$ cat src/sv/stlb_pkg.sv
// Shared types and constants for the sorted-table lower-bound search block.
`default_nettype none

package stlb_pkg;

    // Item field widths
    localparam int FUNC_W  = 1;
    localparam int INDEX_W = 10;
    localparam int VALUE_W = 32;
    localparam int POS_W   = 11;
    localparam int COUNT_W = 11;

    // Stream bus widths (fields packed from bit 0, padded to whole bytes)
    localparam int IN_TDATA_W  = ((INDEX_W + VALUE_W + 7) / 8) * 8;
    localparam int OUT_TDATA_W = ((POS_W + 7) / 8) * 8;

    // Parameter defaults
    localparam int DEPTH_DEF      = 1024;
    localparam int DATA_WIDTH_DEF = 32;

    // Item kinds carried on tuser
    localparam logic [FUNC_W-1:0] FUNC_WRITE = 1'b0;
    localparam logic [FUNC_W-1:0] FUNC_QUERY = 1'b1;

    // Table port strobes
    typedef struct packed {
        logic wr_en;
        logic rd_en;
    } mem_ctrl_t;

    // Search engine status
    typedef struct packed {
        logic busy;
        logic res_valid;
    } srch_stat_t;

endpackage

`default_nettype wire

$ cat src/sv/stlb_search.sv
// Binary-search sequencer: one table probe per PROBE/CMP state pair over a [lo, end) window.
`default_nettype none

module stlb_search #(
    parameter int DEPTH      = stlb_pkg::DEPTH_DEF,
    parameter int DATA_WIDTH = stlb_pkg::DATA_WIDTH_DEF,
    localparam int ADDR_W    = $clog2(DEPTH),
    localparam int CW        = $clog2(DEPTH + 1)
) (
    input  wire                      clk,
    input  wire                      rst_n,
    input  wire                      start,
    input  wire  [DATA_WIDTH-1:0]    key,
    input  wire  [CW-1:0]            count,
    output logic                     rd_en,
    output logic [ADDR_W-1:0]        rd_addr,
    input  wire  [DATA_WIDTH-1:0]    rd_data,
    input  wire                      res_ready,
    output stlb_pkg::srch_stat_t     stat,
    output logic [CW-1:0]            position
);

    import stlb_pkg::*;

    localparam logic [1:0] ST_IDLE  = 2'd0;
    localparam logic [1:0] ST_PROBE = 2'd1;
    localparam logic [1:0] ST_CMP   = 2'd2;
    localparam logic [1:0] ST_DONE  = 2'd3;

    logic [1:0]            state_reg, state_next;
    logic [CW-1:0]         lo_reg, lo_next;
    logic [CW-1:0]         end_reg, end_next;
    logic [ADDR_W-1:0]     mid_reg, mid_next;
    logic [DATA_WIDTH-1:0] key_reg, key_next;
    logic [CW:0]           mid_sum;
    logic                  hit;

    // floor((lo + hi) / 2) with hi = end - 1; only used while lo < end
    assign mid_sum = (CW + 1)'(lo_reg) + (CW + 1)'(end_reg) - (CW + 1)'(1);
    assign hit     = $signed(rd_data) >= $signed(key_reg);

    always_comb
    begin
        state_next = state_reg;
        lo_next    = lo_reg;
        end_next   = end_reg;
        mid_next   = mid_reg;
        key_next   = key_reg;
        rd_en      = 1'b0;
        rd_addr    = ADDR_W'(mid_sum >> 1);
        unique case (state_reg)
            ST_IDLE:
            begin
                if (start)
                begin
                    key_next   = key;
                    lo_next    = '0;
                    end_next   = count;
                    state_next = ST_PROBE;
                end
            end
            ST_PROBE:
            begin
                if (lo_reg < end_reg)
                begin
                    rd_en      = 1'b1;
                    mid_next   = rd_addr;
                    state_next = ST_CMP;
                end
                else
                begin
                    state_next = ST_DONE;
                end
            end
            ST_CMP:
            begin
                // end tracks the best position so far
                if (hit)
                begin
                    end_next = CW'(mid_reg);
                end
                else
                begin
                    lo_next = CW'(mid_reg) + CW'(1);
                end
                state_next = ST_PROBE;
            end
            ST_DONE:
            begin
                if (res_ready)
                begin
                    state_next = ST_IDLE;
                end
            end
            default:
            begin
                state_next = ST_IDLE;
            end
        endcase
    end

    always_ff @(posedge clk or negedge rst_n)
    begin
        if (!rst_n)
        begin
            state_reg <= ST_IDLE;
        end
        else
        begin
            state_reg <= state_next;
        end
    end

    always_ff @(posedge clk)
    begin
        lo_reg  <= lo_next;
        end_reg <= end_next;
        mid_reg <= mid_next;
        key_reg <= key_next;
    end

    assign stat.busy      = state_reg != ST_IDLE;
    assign stat.res_valid = state_reg == ST_DONE;
    assign position       = end_reg;

    a_start_idle: assert property (@(posedge clk) disable iff (!rst_n)
        start |-> state_reg == ST_IDLE)
        else $error("search started while busy");

    a_window_order: assert property (@(posedge clk) disable iff (!rst_n)
        (state_reg == ST_PROBE || state_reg == ST_CMP) |-> lo_reg <= end_reg)
        else $error("search window inverted");

    a_mid_in_window: assert property (@(posedge clk) disable iff (!rst_n)
        state_reg == ST_CMP |-> (CW'(mid_reg) >= lo_reg && CW'(mid_reg) < end_reg))
        else $error("probe outside window");

    a_window_shrinks: assert property (@(posedge clk) disable iff (!rst_n)
        state_reg == ST_CMP |=> (end_reg - lo_reg) < $past(end_reg - lo_reg))
        else $error("search window did not shrink");

endmodule

`default_nettype wire
$ cat config.mk
export PLATFORM = sky130hd
export DESIGN_NAME = stlb_search
export DESIGN_NICKNAME = d
export VERILOG_FILES = /design/src/sv/stlb_pkg.sv /design/src/sv/stlb_search.sv
export SDC_FILE = /design/constraint.sdc
export NUM_CORES = 1
export LEC_CHECK = 0
export BUFFER_PORTS_ARGS = -buffer_cell sky130_fd_sc_hd__buf_2
export CORE_MARGIN = 10
export CORE_UTILIZATION = 60
export CTS_BUF_LIST = sky130_fd_sc_hd__clkbuf_2
export CTS_CLUSTER_SIZE = 28
export DETAILED_ROUTE_END_ITERATION = 6
export GPL_TIMING_DRIVEN = 0
export PLACE_DENSITY = 0.89
export SYNTH_ARGS = -nofsm -noshare
export SYNTH_HDL_FRONTEND = slang
export SYNTH_SLANG_ARGS = --single-unit
$ cat constraint.sdc
create_clock -name clk -period 5.77 [get_ports clk]
set_clock_uncertainty 0.15 [all_clocks]
set_input_delay 1.731 -clock clk [delete_from_list [all_inputs] [get_ports clk]]
set_output_delay 1.731 -clock clk [all_outputs]
set_load 0.05 [all_outputs]
==> reports/qor.txt, run 1 <==
post-synth cell types -> 46
Tmin final -> 5310 ps
Clk pin slew, worst setup/hold paths -> 180 ps
Setup-failing EPs final -> 0
DR pass1 iterations -> 5
yosys warns -> 0
Nets -> 628
Inserted Clock Buffers -> 9
Post-Synthesis Cells -> 373
vias -> 3099
Slew @ Worst Pin -> 871 ps
Max Slew Vio Count -> 0
post-route ant nets -> 0
P&R area growth vs syn -> 18.9%
period utilization -> 92.0%
# DRC -> 0
ant diodes -> 0
Vias per Instance -> 5.45
max FFs per register -> 32
Routed WL -> 9660 µm
vias in the first global route -> 3294
routed wire length per instance -> 17.0 µm
crit path capture type -> output port
largest net degree at the start of global routing -> 34
initial antenna violation count -> 0
max-cap violations -> 0
RSZ-0062 raised after global routing -> no
routability congestion estimate -> 0.840
post-synthesis sequential area ratio -> 48.9%
CTS tree -> done
Final TNS setup -> 0 ps
Sink Count -> 66
hpwl dp -> 8000 µm
hold buffers post-CTS -> 0
crit path max fanout -> 3
Setup CP Type -> flip-flop to output port
share of layout cells above drive strength 1 -> 25.8%
Die Y -> 102 µm
Post-Syn Area -> 0.00403 mm²
Required @ worst endpoint -> 3890 ps
Final Instance Area -> 0.00479 mm²
DRT iter0 DRCs -> 149
Hold Crit Class -> flip-flop to flip-flop
Die Wd -> 102 µm
Avg Inst Size Synth -> 10.8 µm²
Top Ports -> 103
clk_lat worst skew -> 520 ps
clock root buffer master -> clkbuf_2
core area -> 0.00642 mm²
die area -> 0.0104 mm²
Post-synth EDFFs -> 64
overall routing resource usage -> 19.2%
worst hold slack -> 472 ps
postcts setup bufs -> 0
Arr. time, crit path -> 3430 ps
Startpoint Class -> flip-flop
GR Overflow Total -> 0
site row count -> 29
ys async rst share -> 3.03%
post-synthesis register bit count -> 66
final number of hold-violating endpoints -> 0
status -> finished clean
Post-synth top flop -> edfxtp_1
first-pass GRT wire length -> 15500 µm
Starting Density -> 62.8%
H-tree Lvls -> 3
Cells after DPL -> 553
Clock Path Buffers -> 2
Port Buf Inserts -> 102
Non-Filler Instances -> 569
Synthesized Nets -> 514
placed cell areas -> 0.00466 mm²
post-cts resize count -> 0
Max Freq -> 188 MHz
slew margin rel. -> 41.8%
per-layer routing:
metal / wire (µm) / up-vias / share of wire [%] / track usage [%]
li1: - / 1528 / - / -
met1: 3920 / 1435 / 41 / 22.4
met3: 736 / 19 / 7.6 / 5.80
met2: 4790 / 117 / 50 / 32.4
met5: 0 / - / 0 / 0
met4: 218 / 0 / 2.3 / 7.48
cells in the mapped netlist (4+ instances only):
library cell | n | area (µm²)
o21ai_0 | 5 | 25.0
xor2_1 | 7 | 61.3
and3_1 | 4 | 25.0
nand4_1 | 8 | 50.1
ha_1 | 61 | 763
inv_1 | 70 | 263
nand3_1 | 11 | 55.1
nand2_1 | 38 | 143
nor2b_1 | 6 | 37.5
edfxtp_1 | 64 | 1920
or3_1 | 4 | 25.0
nor2_1 | 19 | 71.3
and2_1 | 5 | 31.3
a21oi_1 | 17 | 85.1
xnor2_1 | 8 | 70.1
path summary, 6_finish.rpt:
kind / slack, ps / startpoint / end / depth (start not counted)
worst max-delay path: 460 / position[2]$_DFFE_PP_ / rd_addr[9] / 11
worst min-delay path: 470 / mid_reg[1]$_DFFE_PP_ / position[1]$_DFFE_PP_ / 2
worst max register to register: 2580 / key_reg[1]$_DFFE_PP_ / position[7]$_DFFE_PP_ / 9
worst min register to register: 470 / mid_reg[1]$_DFFE_PP_ / position[1]$_DFFE_PP_ / 2
max in group asynchronous: 4590 / rst_n / state_reg[1]$_DFFE_PN0P_ / 1
min in group asynchronous: 790 / rst_n / state_reg[0]$_DFFE_PN0P_ / 1
layout make-up:
cell class	count	area, µm²
Tap cell	77	96.3
Timing Repair Buffer	103	522
Multi-Input combinational cell	234	1800
Clock inverter	7	83.8
Buffer	3	11.3
Inverter	70	263
Fill cell	444	1630
Sequential cell	66	1970
Clock buffer	9	45.0
through the flow:
step	setup slack, ps	utilization [%]
5_1_grt	303	74.6
4_1_cts	475	74.6
3_5_place_dp	1060	72.6
6_report	462	74.6
2_1_floorplan	616	-
3_3_place_gp	-14.2	72.2
worst max-delay path: stages (launching register included):
cell and delay (ps):
edfxtp_1 450, inv_1 100, ha_1 240, inv_1 130, ha_1 250, a21o_1 190
a21oi_2 190, o21ai_1 120, or4_1 460, a2111o_1 400, o211ai_2 100, buf_2 300
cell usage in the layout (no fill, tap or decap), types with 2 or more instances in the layout:
cell / instances
o211ai_1: 3
nand4_1: 8
clkbuf_2: 9
xor2_1: 7
or3_1: 4
and3_1: 4
dfrtp_1: 2
a21oi_1: 17
nor3_1: 3
a211oi_1: 3
bufinv_16: 2
nand3_1: 11
edfxtp_1: 64
inv_1: 70
nand2_1: 38
clkbuf_1: 3
ha_1: 61
nor2b_1: 6
nor2_1: 18
clkinv_2: 4
buf_2: 102
nor4_2: 2
xnor2_1: 8
o21ai_0: 5
a21o_1: 3
and2_1: 5
a21boi_0: 2
or2_2: 3
logic make-up (layout without fill, tap and decap cells):
family          after synthesis  count (layout)  synth area share [%]
compound gates               48              48                  8.35
fa+ha+maj                    62              62                  19.4
buf+inv                      73             192                  6.80
simple gates                109             109                  13.3
xor+xnor                     15              15                  3.26
flops                        66              66                  48.9
Power of run 1 is left out: the tool's default activity adds up to more than one toggle a clock period on the data nets, which glitch-free logic cannot reach.
==> inputs of run 2 (changes only) <==
- CORE_UTILIZATION: 60 -> 58
- CTS_BUF_LIST: sky130_fd_sc_hd__clkbuf_2 -> not set
- PLACE_DENSITY: 0.89 -> 0.86
==> run 2 against run 1 <==
Clock-buffer cell count is 3 higher. Routed wire length is 3.6% lower. Final area is 1.0% higher. Worst setup slack better by 230 ps. Final cell count is 0.53% higher. Largest cell class unchanged. First-iteration DRC count is 23% lower. Via count is 1.2% lower. Sequential share of layout area is 0.41 points lower. Hold slack worse by 38 ps. Fmax is 4.5% higher. Core utilization is 3.0 points lower.
==> reports/qor.txt, run 2 (synthesis gave the netlist of run 1 again) <==
status -> finished clean
worst hold slack -> 434 ps (-37.6 ps)
most used routing layer in global routing -> met2
post-cts resize count -> 0 (unchanged)
crit path capture type -> output port
H-tree Lvls -> 3 (unchanged)
Setup CP Type -> flip-flop to output port
clk_lat worst skew -> 330 ps (-190 ps)
core area -> 0.00676 mm² (+5.2%)
CP Cell Sequence -> inv_1, ha_1, inv_1, ha_1, fa_1, a21o_1, a21oi_1, nor2b_1, o21a_1, o211a_1, xor2_1, buf_2
overall routing resource usage -> 18.0% (-1.2 points)
GR Overflow Total -> 0 (unchanged)
# DRC -> 0 (unchanged)
Inserted Clock Buffers -> 9 (unchanged)
period utilization -> 88.0% (-4.0 points)
Startpoint Class -> flip-flop
Tmin final -> 5080 ps (-230 ps)
first-pass GRT wire length -> 14800 µm (-4.9%)
Port Buf Inserts -> 102 (unchanged)
CTS tree -> done
max-cap violations -> 0 (unchanged)
DR pass1 iterations -> 4 (-1)
most frequent cells in the layout -> 102 x buf_2, 70 x inv_1, 64 x edfxtp_1
Clock Path Buffers -> 2 (unchanged)
met2 usage -> 29.3% (-3.1 points)
met1 Usage GRT -> 22.0% (-0.42 points)
Max Freq -> 197 MHz (+4.5%)
vias in the first global route -> 3192 (-3.1%)
Slew @ Worst Pin -> 909 ps (+38.7 ps)
P&R area growth vs syn -> 20.1%
Sink Count -> 66 (unchanged)
commonest non-fill, non-tap cell in the layout -> buf_2
filler cell count -> 495 (+11%)
Nets -> 628 (unchanged)
Largest stage delay, worst path -> 410 ps (-50 ps)
Vias per Instance -> 5.35 (-1.7%)
Setup-failing EPs final -> 0 (unchanged)
share of layout cells above drive strength 1 -> 25.0% (-0.81 points)
final number of hold-violating endpoints -> 0 (unchanged)
postcts setup bufs -> 0 (unchanged)
grt met3 use -> 4.45% (-1.4 points)
multi-input logic area -> 0.00180 mm² (unchanged)
Top Ports -> 103 (unchanged)
Starting Density -> 59.7% (-3.1 points)
Routed WL -> 9310 µm (-3.6%)
slowest cell on the critical path -> fa_1
routed wire length per instance -> 16.3 µm (-4.1%)
crit path max fanout -> 2 (-1)
slew margin rel. -> 39.2% (-2.6 points)
Required @ worst endpoint -> 3890 ps (about the same)
Max Slew Vio Count -> 0 (unchanged)
largest net degree at the start of global routing -> 34 (unchanged)
Die Y -> 103 µm (+1.4%)
Clk pin slew, worst setup/hold paths -> 60 ps (-120 ps)
clock root buffer master -> clkbuf_8
vias -> 3063 (-1.2%)
ant diodes -> 0 (unchanged)
Final TNS setup -> 0 ps (unchanged)
Die Wd -> 103 µm (+1.4%)
max FFs per register -> 32 (unchanged)
Cells after DPL -> 556 (+0.54%)
Sequential Area -> 0.00197 mm² (unchanged)
die area -> 0.0107 mm² (+2.8%)
routability congestion estimate -> 0.840 (about the same)
initial antenna violation count -> 0 (unchanged)
hold buffers post-CTS -> 0 (unchanged)
RSZ-0062 raised after global routing -> no
Hold Crit Class -> flip-flop to flip-flop
Arr. time, crit path -> 3200 ps (-230 ps)
post-route ant nets -> 0 (unchanged)
DRT iter0 DRCs -> 115 (-23%)
site row count -> 30 (+3.4%)
Non-Filler Instances -> 572 (+0.53%)
hpwl dp -> 7590 µm (-5.2%)
==> run 2: changes by cell type in the layout (fill, tap and decap cells not counted) <==
cell	delta
clkinv_2	-3
buf_4	+1
clkinv_1	+1
clkbuf_2	-9
clkbuf_8	+9
buf_6	-1
bufinv_16	-1
clkbuf_1	+3
==> run 2: worst max-delay path, delay by kind of cell (launching register included) <==
family / cells / cell delay [ps]
AND/OR/NAND/NOR: 1 / 90
adder cells (fa/ha/maj): 3 / 910
flip-flops: 1 / 350
buffers and inverters: 3 / 430
AO/OA/AOI/OAI: 4 / 840
XOR/XNOR: 1 / 250
==> run 2: routing by layer <==
layer / vias to the layer above / wire (µm) / share of wire [%]
li1: 1521 / - / -
met3: 19 / 676 / 7.3
met5: - / 0 / 0
met2: 96 / 4550 / 49
met1: 1427 / 3880 / 42
met4: 0 / 205 / 2.2
==> run 2: per-stage QoR <==
stage / setup WS [ps] / cell area [µm²] / utilization (%)
after floorplan: 616 / 4030 / -
after global routing: 514 / 4840 / 71.6
after CTS: 666 / 4840 / 71.6
after global placement: -25.5 / 4640 / 68.7
final: 693 / 4840 / 71.6
after detailed placement: 978 / 4660 / 69.0
==> run 2: area by class of cell <==
class / instances / area share (%)
inverter: 70 / 5.43
tap: 80 / 2.07
sequential: 66 / 40.7
buffer: 3 / 0.233
timing repair buffer: 103 / 10.7
multi-input combinational: 234 / 37.2
clock buffer: 12 / 2.79
clock inverter: 4 / 0.879
==> run 2: path summary, 6_finish.rpt <==
kind,slack (ps),from,depth (start not counted),endpoint
max in group asynchronous,4360,rst_n,1,state_reg[0]$_DFFE_PN0P_
setup reg to reg,2500,key_reg[23]$_DFFE_PP_,9,position[2]$_DFFE_PP_
hold reg to reg,430,mid_reg[1]$_DFFE_PP_,2,position[1]$_DFFE_PP_
setup / recovery,690,position[1]$_DFFE_PP_,12,rd_addr[8]
hold / removal,430,mid_reg[1]$_DFFE_PP_,2,position[1]$_DFFE_PP_
min in group asynchronous,1020,rst_n,1,state_reg[1]$_DFFE_PN0P_
Power of run 2 is left out for the same reason.
